### config.mk
export PLATFORM = sky130hd
export DESIGN_NAME = annexb_nal_unit_classifier
export DESIGN_NICKNAME = d
export VERILOG_FILES = /design/src/design/anuc_pkg.sv /design/src/design/annexb_nal_unit_classifier.sv /design/src/design/anuc_out_fifo.sv
export SDC_FILE = /design/constraint.sdc
export NUM_CORES = 1
export LEC_CHECK = 0
export BUFFER_PORTS_ARGS = -buffer_cell sky130_fd_sc_hd__buf_2
export CAP_MARGIN = 20
export CORE_ASPECT_RATIO = 1.75
export CORE_MARGIN = 1
export CORE_UTILIZATION = 40
export CTS_CLUSTER_DIAMETER = 100
export DETAILED_ROUTE_END_ITERATION = 7
export PLACE_DENSITY_LB_ADDON = 0.1
export SYNTH_ARGS = -nofsm -noshare
export SYNTH_HDL_FRONTEND = slang
export SYNTH_HIERARCHICAL = 1
export SYNTH_SLANG_ARGS = --single-unit
export TNS_END_PERCENT = 100
### constraint.sdc
create_clock -name clk -period 9.1 [get_ports clk]
set_clock_uncertainty 0.2 [all_clocks]
set_input_delay 0.91 -clock clk [delete_from_list [all_inputs] [get_ports clk]]
set_output_delay 0.91 -clock clk [all_outputs]
set_load 0.005 [all_outputs]
### src/design/anuc_pkg.sv
`timescale 1ns / 1ps
`default_nettype none

package anuc_pkg;

  // Largest frame that is counted; later bytes only raise the oversize flag.
  localparam int unsigned MAX_FRAME_BYTES = 2097152;
  localparam int unsigned OFS_W = $clog2(MAX_FRAME_BYTES + 1);

  localparam int unsigned START_W = 21;
  localparam int unsigned LEN_W   = 22;

  localparam logic [4:0] TYPE_MASK = 5'h1F;
  localparam logic [4:0] TYPE_IDR  = 5'd5;
  localparam logic [4:0] TYPE_SEI  = 5'd6;
  localparam logic [4:0] TYPE_SPS  = 5'd7;
  localparam logic [4:0] TYPE_PPS  = 5'd8;

  localparam logic [2:0] PREFIX_SHORT = 3'd3;
  localparam logic [2:0] PREFIX_LONG  = 3'd4;

  typedef enum logic {
    KIND_HEADER  = 1'b0,
    KIND_SUMMARY = 1'b1
  } event_kind_t;

  typedef struct packed {
    event_kind_t        event_kind;
    logic [4:0]         unit_type;
    logic [2:0]         prefix_length;
    logic [START_W-1:0] unit_start_offset;
    logic               keep_for_bootstrap;
    logic               frame_has_idr;
    logic               frame_has_config;
    logic [LEN_W-1:0]   frame_length;
    logic               oversize;
    logic               last;
  } result_t;

  // Results produced by one input byte: count, then first and second in order.
  typedef struct packed {
    logic [1:0] count;
    result_t    first;
    result_t    second;
  } push_t;

endpackage

`default_nettype wire

### src/design/annexb_nal_unit_classifier.sv
`timescale 1ns / 1ps
`default_nettype none

// Annex B start code parser and NAL unit classifier.
// The input stream carries one frame byte per transaction in in_tdata, with
// in_tlast set on the last byte of the frame. The result stream carries one
// event per transaction: out_tuser is 0 for a NAL header event (type, start
// code length, start offset, keep flag) and 1 for the frame summary, which
// follows the last byte. out_tlast marks the final result caused by a byte.
// Each byte is classified in the cycle it is accepted and its results are
// written into a four-entry output queue, so a result is registered before
// it is visible. A byte that is both a NAL header and the frame's last byte
// produces two results, which leave in order, header event first.
// Throughput is one byte per cycle; in_tready drops only while the output
// queue holds more than two results, i.e. when the receiver stalls.
// Stalling the receiver never loses or reorders results; the input side
// simply waits. Synchronous reset clears the parser state and empties the
// queue; the block then expects the first byte of a new frame. After each
// frame summary the parser returns to the same cleared state by itself.

module annexb_nal_unit_classifier
  import anuc_pkg::*;
(
  input  wire logic        clk,
  input  wire logic        rst_n,
  input  wire logic        in_tvalid,
  output logic             in_tready,
  input  wire logic [7:0]  in_tdata,   // [7:0] data_byte
  input  wire logic        in_tlast,   // frame_end
  output logic             out_tvalid,
  input  wire logic        out_tready,
  // [4:0] unit_type, [7:5] prefix_length, [28:8] unit_start_offset,
  // [29] keep_for_bootstrap, [30] frame_has_idr, [31] frame_has_config,
  // [53:32] frame_length, [54] oversize, [55] zero padding
  output logic [55:0]      out_tdata,
  output logic             out_tuser,  // event_kind
  output logic             out_tlast   // last
);

  localparam logic [OFS_W-1:0] MAX_OFS = OFS_W'(MAX_FRAME_BYTES);

  // Parser state.
  logic [1:0]         zero_run_r, zero_run_nxt;
  logic               header_pending_r, header_pending_nxt;
  logic [2:0]         pending_prefix_r, pending_prefix_nxt;
  logic [START_W-1:0] pending_start_r, pending_start_nxt;
  logic [OFS_W-1:0]   byte_offset_r, byte_offset_nxt;
  logic               idr_seen_r, idr_seen_nxt;
  logic               config_seen_r, config_seen_nxt;
  logic               overflowed_r, overflowed_nxt;

  logic               accept;
  logic               room;
  logic [4:0]         hdr_type;
  logic               keep;
  logic [2:0]         prefix;
  logic [OFS_W-1:0]   start_full;
  result_t            header_ev;
  result_t            summary_ev;
  result_t            head_result;
  push_t              push;

  assign in_tready = room;
  assign accept    = in_tvalid && in_tready;

  assign hdr_type = in_tdata[4:0] & TYPE_MASK;
  assign keep     = (hdr_type == TYPE_SEI) || (hdr_type == TYPE_SPS) ||
                    (hdr_type == TYPE_PPS);
  assign prefix   = (zero_run_r == 2'd3) ? PREFIX_LONG : PREFIX_SHORT;
  // The start code begins prefix bytes before the byte after the 01.
  assign start_full = byte_offset_r + OFS_W'(1) - OFS_W'(prefix);

  always_comb begin
    zero_run_nxt       = zero_run_r;
    header_pending_nxt = header_pending_r;
    pending_prefix_nxt = pending_prefix_r;
    pending_start_nxt  = pending_start_r;
    byte_offset_nxt    = byte_offset_r;
    idr_seen_nxt       = idr_seen_r;
    config_seen_nxt    = config_seen_r;
    overflowed_nxt     = overflowed_r;

    if (byte_offset_r >= MAX_OFS) begin
      // Bytes past the size limit are not counted and not searched.
      overflowed_nxt = 1'b1;
    end else begin
      byte_offset_nxt = byte_offset_r + OFS_W'(1);
      if (header_pending_r) begin
        if (hdr_type == TYPE_IDR) begin
          idr_seen_nxt = 1'b1;
        end
        if (keep) begin
          config_seen_nxt = 1'b1;
        end
        header_pending_nxt = 1'b0;
        zero_run_nxt       = 2'd0;
      end else if (in_tdata == 8'h00) begin
        if (zero_run_r != 2'd3) begin
          zero_run_nxt = zero_run_r + 2'd1;
        end
      end else if (in_tdata == 8'h01 && zero_run_r >= 2'd2) begin
        pending_prefix_nxt = prefix;
        pending_start_nxt  = START_W'(start_full);
        header_pending_nxt = 1'b1;
        zero_run_nxt       = 2'd0;
      end else begin
        zero_run_nxt = 2'd0;
      end
    end
  end

  always_comb begin
    header_ev                    = '0;
    header_ev.event_kind         = KIND_HEADER;
    header_ev.unit_type          = hdr_type;
    header_ev.prefix_length      = pending_prefix_r;
    header_ev.unit_start_offset  = pending_start_r;
    header_ev.keep_for_bootstrap = keep;
    header_ev.last               = !in_tlast;

    summary_ev                  = '0;
    summary_ev.event_kind       = KIND_SUMMARY;
    summary_ev.frame_has_idr    = idr_seen_nxt;
    summary_ev.frame_has_config = config_seen_nxt;
    summary_ev.frame_length     = LEN_W'(byte_offset_nxt);
    summary_ev.oversize         = overflowed_nxt;
    summary_ev.last             = 1'b1;
  end

  logic header_fires;
  assign header_fires = header_pending_r && (byte_offset_r < MAX_OFS);
  assign head_result  = header_fires ? header_ev : summary_ev;

  always_comb begin
    push        = '0;
    push.first  = head_result;
    push.second = summary_ev;
    if (accept) begin
      push.count = 2'({1'b0, header_fires} + {1'b0, in_tlast});
    end
  end

  always_ff @(posedge clk) begin
    if (!rst_n) begin
      zero_run_r       <= '0;
      header_pending_r <= 1'b0;
      pending_prefix_r <= '0;
      pending_start_r  <= '0;
      byte_offset_r    <= '0;
      idr_seen_r       <= 1'b0;
      config_seen_r    <= 1'b0;
      overflowed_r     <= 1'b0;
    end else if (accept) begin
      if (in_tlast) begin
        // The frame is closed: back to the cleared state.
        zero_run_r       <= '0;
        header_pending_r <= 1'b0;
        pending_prefix_r <= '0;
        pending_start_r  <= '0;
        byte_offset_r    <= '0;
        idr_seen_r       <= 1'b0;
        config_seen_r    <= 1'b0;
        overflowed_r     <= 1'b0;
      end else begin
        zero_run_r       <= zero_run_nxt;
        header_pending_r <= header_pending_nxt;
        pending_prefix_r <= pending_prefix_nxt;
        pending_start_r  <= pending_start_nxt;
        byte_offset_r    <= byte_offset_nxt;
        idr_seen_r       <= idr_seen_nxt;
        config_seen_r    <= config_seen_nxt;
        overflowed_r     <= overflowed_nxt;
      end
    end
  end

  result_t out_result;

  anuc_out_fifo u_out_fifo (
    .clk        (clk),
    .rst_n      (rst_n),
    .push       (push),
    .room       (room),
    .out_valid  (out_tvalid),
    .out_ready  (out_tready),
    .out_result (out_result)
  );

  assign out_tuser = out_result.event_kind;
  assign out_tlast = out_result.last;
  assign out_tdata = {1'b0,
                      out_result.oversize,
                      out_result.frame_length,
                      out_result.frame_has_config,
                      out_result.frame_has_idr,
                      out_result.keep_for_bootstrap,
                      out_result.unit_start_offset,
                      out_result.prefix_length,
                      out_result.unit_type};

endmodule

`default_nettype wire

### src/design/anuc_out_fifo.sv
`timescale 1ns / 1ps
`default_nettype none

module anuc_out_fifo
  import anuc_pkg::*;
(
  input  wire logic    clk,
  input  wire logic    rst_n,
  input  wire push_t   push,
  output logic         room,
  output logic         out_valid,
  input  wire logic    out_ready,
  output result_t      out_result
);

  localparam int unsigned DEPTH = 4;
  localparam int unsigned PTR_W = $clog2(DEPTH);

  result_t            entry_r [DEPTH];
  logic [PTR_W-1:0]   wr_ptr_r, wr_ptr_nxt;
  logic [PTR_W-1:0]   rd_ptr_r, rd_ptr_nxt;
  logic [PTR_W:0]     count_r, count_nxt;
  logic               pop;
  logic [PTR_W-1:0]   wr_ptr_next1;

  assign room       = (count_r <= (PTR_W+1)'(DEPTH - 2));
  assign out_valid  = (count_r != '0);
  assign out_result = entry_r[rd_ptr_r];
  assign pop        = out_valid && out_ready;
  assign wr_ptr_next1 = wr_ptr_r + PTR_W'(1);

  always_comb begin
    wr_ptr_nxt = wr_ptr_r + PTR_W'(push.count);
    rd_ptr_nxt = pop ? rd_ptr_r + PTR_W'(1) : rd_ptr_r;
    count_nxt  = count_r + (PTR_W+1)'(push.count) - (PTR_W+1)'(pop);
  end

  always_ff @(posedge clk) begin
    if (!rst_n) begin
      wr_ptr_r <= '0;
      rd_ptr_r <= '0;
      count_r  <= '0;
    end else begin
      wr_ptr_r <= wr_ptr_nxt;
      rd_ptr_r <= rd_ptr_nxt;
      count_r  <= count_nxt;
    end
  end

  always_ff @(posedge clk) begin
    if (push.count != 2'd0) begin
      entry_r[wr_ptr_r] <= push.first;
    end
    if (push.count == 2'd2) begin
      entry_r[wr_ptr_next1] <= push.second;
    end
  end

endmodule

`default_nettype wire

==> flow_metrics.py, run 1 <==
metrics = {
    "synth": {
        "yosys_warnings": 6,
        "synth_async_sr_flop_share_pct": 0,
        "synth-adder-area-share_pct": 1.19,
        "synth_compound_area_share_pct": 4.69,
        "synth_top_cells_by_area": "edfxtp_1, mux2_2, mux4_2, dfxtp_1, and2_1",
        "synthTopCellsByCount": "edfxtp_1, mux2_2, nor2_1, dfxtp_1, mux4_2",
        "synth_xor_xnor_area_share_pct": 3.56,
        "yosys.area.top_type": "edfxtp_1",
        "synthSimpleGateAreaFrac_pct": 8.82,
        "syn_avg_cell_area_um2": 13.8,
        "synth_top_family_by_area": "multiplexers",
        "yosysSeqAreaShare_pct": 52.6,
        "yosysMostFrequentCell": "edfxtp_1",
        "synth_top_area_share_pct": 44.8,
        "synth_ff_type": "edfxtp_1",
        "synth_edf_count": 228,
        "syn_area_mm2": 0.0153,
        "synth-seq-cells": 288,
        "synthMuxAreaShare_pct": 25.7,
        "postSynthCellCount": 1107,
        "synth_cell_types": 73,
    },
    "routing": {
        "ant_nets": 0,
        "first_iter_violations": 411,
        "post_drt_wl_per_cell_um": 20.7,
        "via_per_inst": 5.24,
        "vias": 9282,
        "dr.pass1.iters": 4,
        "routed_wl_um": 36700,
        "drcViolationCount": 0,
    },
    "setup_path": {
        "r2r_start": "byte_offset_r[21]$_SDFFE_PN0P_",
        "worst_ep_arrival_time_ns": 4.85,
        "cp-end-kind": "flip-flop",
        "cp.required_ns": 9.14,
        "worstPathMaxFanout": 58,
        "r2r_cells": 9,
        "startpoint_type": "flip-flop",
        "cp-startpoint": "byte_offset_r[21]$_SDFFE_PN0P_",
        "worstSetupPathType": "reg2reg",
    },
    "min_path": {
        "hold_path.class": "reg2reg",
        "hp-start": "pending_start_r[10]$_SDFFE_PN0P_",
        "hold_depth": 2,
    },
    "layout": {
        "syn2layout_area_growth_pct": 14.2,
        "multi_input_area_mm2": 0.00727,
        "insertedDiodeCount": 0,
        "drive_gt1_share_pct": 33.0,
        "num-nets-final": 1298,
        "fillCellCount": 3469,
        "seqCellArea_mm2": 0.00805,
    },
    "sta": {
        "fin_ws_ns": 4.29,
        "slew_viol_final": 0,
        "whs_ns": 0.246,
        "timing.final.crit_share_pct": 52.9,
        "tightest_slew_ns": 1.08,
        "fmax_mhz": 208,
        "relSlewSlack_pct": 27.6,
        "final.min_clock_period_ns": 4.81,
        "rsz0062_at_grt": "no",
        "hold_violations": 0,
        "setup_viol": 0,
        "timing.setup.tns_ns": 0,
    },
    "floorplanning": {
        "pin_count": 73,
        "die_x_um": 150,
        "floorplan.initialDensity_pct": 40.6,
        "die_h_um": 261,
        "rows": 94,
        "core-area_mm2": 0.0376,
        "dieArea_mm2": 0.0390,
    },
    "clock_network": {
        "ctsHoldBuffers": 0,
        "clock-sinks": 288,
        "cts_tree": "done",
        "cts_root_buf": "clkbuf_16",
        "cts_buffer_depth": 3,
        "clock_latency_ns": 0.56,
        "htree_num_levels": 1,
        "cts_resized": 0,
        "cts_buffers": 28,
        "cts_setup_buffers": 0,
        "cts.clk_slew.worst_paths_ns": 0.06,
    },
    "place": {
        "dpl.hpwl_um": 23900,
        "place_congestion": 0.786,
        "place_ws_ns": 4.22,
        "place.port_buffers": 71,
    },
    "flow_run": {
        "drv_cap": 0,
    },
    "power": {
        "powerDensity_mw_per_mm2": 189,
        "p_leak_nw": 6.60,
        "ir_drop_uv": 128,
        "finalPower_mw": 3.30,
    },
    "outcome": {
        "outcome": "finished, final reports clean",
    },
    "global_routing": {
        "grt_overflow_total": 0,
        "grt_max_degree": 59,
        "antenna_found_initial": 0,
        "track_usage_pct": 19.4,
        "grt_pass1_vias": 9767,
        "grt_pass1_wl_um": 57300,
    },
}
[metrics by stage]
| stage | instances | util, % | cell area, um^2 |
|---|---|---|---|
| final | 1773 | 46.4 | 17500 |
| after global routing | 1773 | 46.4 | 17500 |
| after CTS | 1773 | 46.4 | 17500 |
| after detailed placement | 1721 | 43.7 | 16500 |
| after global placement | 1721 | 43.7 | 16500 |
| after floorplan | 1234 | - | 15800 |
[registers in the layout (all words and copies together) (netlist names), named ones only]
| register | flops |
|---|---|
| config_seen_r | 1 |
| pending_prefix_r | 2 |
| pending_start_r | 21 |
| zero_run_r | 2 |
| idr_seen_r | 1 |
| overflowed_r | 1 |
| u_out_fifo/wr_ptr_r | 2 |
| u_out_fifo/count_r | 3 |
| u_out_fifo/entry_r | 228 |
| header_pending_r | 1 |
| byte_offset_r | 22 |
| u_out_fifo/rd_ptr_r | 2 |
[critical path, stage by stage, from the launching register on]
cell and delay (ns):
dfxtp_1 0.76, inv_1 0.28, nand2_1 0.15, inv_1 0.41, ha_1 0.46, and3_1 0.36, nand4b_1 0.16, buf_4 0.76
o21ai_4 0.43, buf_4 0.46
[layer usage]
metal | wire length [um] | track usage, % | up-vias
met5 | 0 | 0 | -
met2 | 20500 | 38.0 | 124
met3 | 880 | 1.96 | 31
met4 | 527 | 4.52 | 0
li1 | - | - | 4400
met1 | 14800 | 22.2 | 4727
[final timing paths]
kind	endpoint	slack, ns
hold reg to reg	pending_start_r[10]$_SDFFE_PN0P_	0.25
hold / removal	pending_start_r[10]$_SDFFE_PN0P_	0.25
setup / recovery	u_out_fifo/entry_r[0][33]$_DFFE_PP_	4.29
setup reg to reg	u_out_fifo/entry_r[0][33]$_DFFE_PP_	4.29
[logic make-up (layout without fill, tap and decap cells)]
kind of cell | Yosys count | after routing
multiplexers | 293 | 293
XOR/XNOR | 59 | 59
other | 2 | 129
AND/OR/NAND/NOR | 248 | 248
adder cells (fa/ha/maj) | 14 | 14
buffers and inverters | 98 | 157
flip-flops | 288 | 288
AO/OA/AOI/OAI | 105 | 105
[cell type report]
class / count / area share, %
clock buffer: 41 / 4.88
clock inverter: 11 / 0.903
inverter: 20 / 0.430
multi-input combinational: 848 / 41.6
sequential: 288 / 46.1
tap: 480 / 3.44
timing repair buffer: 85 / 2.64
[where the power goes]
group	switching (mW)	internal [mW]	leakage (nW)
sequential	0.0523	1.46	2.61
clock	0.511	0.762	0.504
combinational	0.252	0.258	3.49
total	0.815	2.48	6.60
[cells in the final DEF, fill, tap and decap left out, types with 26 or more instances in the layout]
cell	instances
a22oi_1	26
and2_1	54
buf_2	71
clkbuf_16	30
conb_1	129
dfxtp_1	58
edfxtp_1	228
mux2_2	212
mux4_2	57
nand2_1	39
nor2_1	68
xnor2_1	35
Note: power is estimated with default switching activity, not from simulation.
==> inputs of run 2 (changes only) <==
- clock period: 9.1 -> 4.9 ns (I/O delays scaled with it)
==> run 2 against run 1 <==
  * Maximum frequency grew 21%
  * Final area grew 0.80%
  * Utilization grew 0.37 points
  * Sequential share of layout area shrank 0.36 points
  * Critical path depth grew 1
  * Die area is the same
  * Non-clock buffer count grew 9
  * Largest cell class unchanged
  * Largest power group unchanged
==> flow_metrics.py, run 2 (synthesized netlist as in run 1, its figures left out) <==
metrics = {
    "outcome": {
        "outcome": "finished, final reports clean",
    },
    "setup_path": {
        "r2r_cells": 10,
        "worstSetupPathType": "reg2reg",
        "startpoint_type": "flip-flop",
        "cp.required_ns": 5.16,
        "cp-end-kind": "flip-flop",
        "worst_ep_arrival_time_ns": 4.25,
        "worstPathMaxFanout": 9,
    },
    "place": {
        "place.port_buffers": 71,
        "place_congestion": 0.848,
        "dpl.hpwl_um": 23100,
        "dpl.cell_count": 1729,
    },
    "sta": {
        "timing.final.crit_share_pct": 81.4,
        "setup_viol": 0,
        "hold_violations": 0,
        "tightest_slew_ns": 1.02,
        "fmax_mhz": 251,
        "timing.setup.tns_ns": 0,
        "relSlewSlack_pct": 31.3,
        "rsz0062_at_grt": "no",
        "slew_viol_final": 0,
        "final.min_clock_period_ns": 3.99,
    },
    "routing": {
        "dr.pass1.iters": 4,
        "routed_wl_um": 37300,
        "via_per_inst": 5.22,
        "ant_nets": 0,
        "first_iter_violations": 428,
        "post_drt_wl_per_cell_um": 20.9,
        "vias": 9306,
        "drcViolationCount": 0,
    },
    "floorplanning": {
        "pin_count": 73,
        "dieArea_mm2": 0.0390,
        "floorplan.initialDensity_pct": 40.6,
        "rows": 94,
        "core-area_mm2": 0.0376,
        "die_x_um": 150,
        "die_h_um": 261,
    },
    "power": {
        "switchingPower_mw": 1.53,
        "p_int_mw": 4.61,
        "combPwrFrac_pct": 16.6,
        "p_clk_share_pct": 38.2,
        "powerDensity_mw_per_mm2": 349,
        "pwr-share-seq_pct": 45.2,
        "switching_share_pct": 25.0,
        "p_leak_nw": 6.64,
        "ir_drop_uv": 314,
    },
    "min_path": {
        "hold_depth": 3,
        "hold_path.class": "in2reg",
    },
    "layout": {
        "num-nets-final": 1308,
        "drive_gt1_share_pct": 33.1,
        "largest_register_ffs": 228,
        "top_regs": "u_out_fifo/entry_r x228, byte_offset_r x22, pending_start_r x21",
        "syn2layout_area_growth_pct": 15.1,
        "fin_cells": 1783,
        "regMostFlops": "u_out_fifo/entry_r",
        "final_cell_mix": "edfxtp_1, mux2_2, conb_1, buf_2, nor2_1",
        "fillCellCount": 3496,
        "final_common_cell": "edfxtp_1",
        "insertedDiodeCount": 0,
    },
    "global_routing": {
        "antenna_found_initial": 0,
        "grt_pass1_vias": 9891,
        "track_usage_pct": 19.8,
        "grt_max_degree": 58,
        "grt_overflow_total": 0,
        "grt_pass1_wl_um": 58100,
    },
    "clock_network": {
        "clock-sinks": 288,
        "cts_root_buf": "clkbuf_16",
        "cts_setup_buffers": 0,
        "cts_buffer_depth": 3,
        "htree_num_levels": 1,
        "cts_tree": "done",
        "clock_latency_ns": 0.56,
        "ctsHoldBuffers": 0,
        "cts_buffers": 29,
        "cts.clk_slew.worst_paths_ns": 0.07,
        "cts_resized": 0,
    },
    "flow_run": {
        "drv_cap": 0,
    },
}
-- run 2: cell count changes in the layout (fill, tap and decap cells not counted), sizes merged --
cell	previous run	this run
buf	85	94
clkinvlp	0	3
clkbuf	41	39
inv	22	20
bufinv	4	5
clkinv	5	6
-- run 2: cell type report --
class,count,area [um^2],share of cell area (%)
Timing Repair Buffer,94,623,3.54
Clock inverter,14,203,1.15
Sequential cell,288,8050,45.7
Inverter,20,75.1,0.426
Tap cell,480,601,3.41
Multi-Input combinational cell,848,7270,41.3
Clock buffer,39,783,4.45
-- run 2: per-layer routing --
layer	wire length, um	up-vias	track usage, %
li1	-	4425	-
met1	15100	4685	22.9
met2	20300	134	37.9
met3	872	62	1.78
met4	967	0	5.92
met5	0	-	0
-- run 2: path summary, 6_finish.rpt --
path              slack, ns                          endpoint                             from
hold reg to reg        0.24   pending_start_r[6]$_SDFFE_PN0P_  pending_start_r[6]$_SDFFE_PN0P_
setup reg to reg       0.91  pending_start_r[19]$_SDFFE_PN0P_    byte_offset_r[0]$_SDFFE_PN0P_
hold / removal         0.14                         flip-flop                       out_tready
setup / recovery       0.91  pending_start_r[19]$_SDFFE_PN0P_    byte_offset_r[0]$_SDFFE_PN0P_
-- run 2: stage by stage --
step | area, um^2 | power [mW] | setup WS, ns | hold WS [ns] | utilization (%)
after floorplan | 15800 | 3.47 | 0.148 | 0.217 | -
after global placement | 16600 | 3.87 | 0.959 | 0.232 | 44.1
after detailed placement | 16600 | 3.88 | 0.868 | 0.236 | 44.1
after CTS | 17600 | 6.24 | 0.859 | 0.119 | 46.7
after global routing | 17600 | 6.41 | 0.599 | 0.150 | 46.8
final | 17600 | 6.14 | 0.910 | 0.143 | 46.8
-- run 2: worst max-delay path, cell delays in order, from the launching register on --
cell and delay, ns:
dfxtp_1 0.52, ha_1 0.39, xor2_1 0.18, ha_1 0.29, nor4bb_1 0.16, a311oi_1 0.49
o211ai_1 0.28, nor4b_1 0.53, nand2_1 0.20, or3_1 0.38, a32o_1 0.25
-- run 2: power by group through the flow --
| stage | clock network (mW) | logic, mW | registers [mW] |
|---|---|---|---|
| final | 2.34 | 1.02 | 2.78 |
| after CTS | 2.41 | 1.04 | 2.78 |
| after global routing | 2.50 | 1.12 | 2.79 |
| after floorplan | 0 | 0.671 | 2.80 |
| after global placement | 0 | 1.04 | 2.83 |
| after detailed placement | 0 | 1.04 | 2.83 |
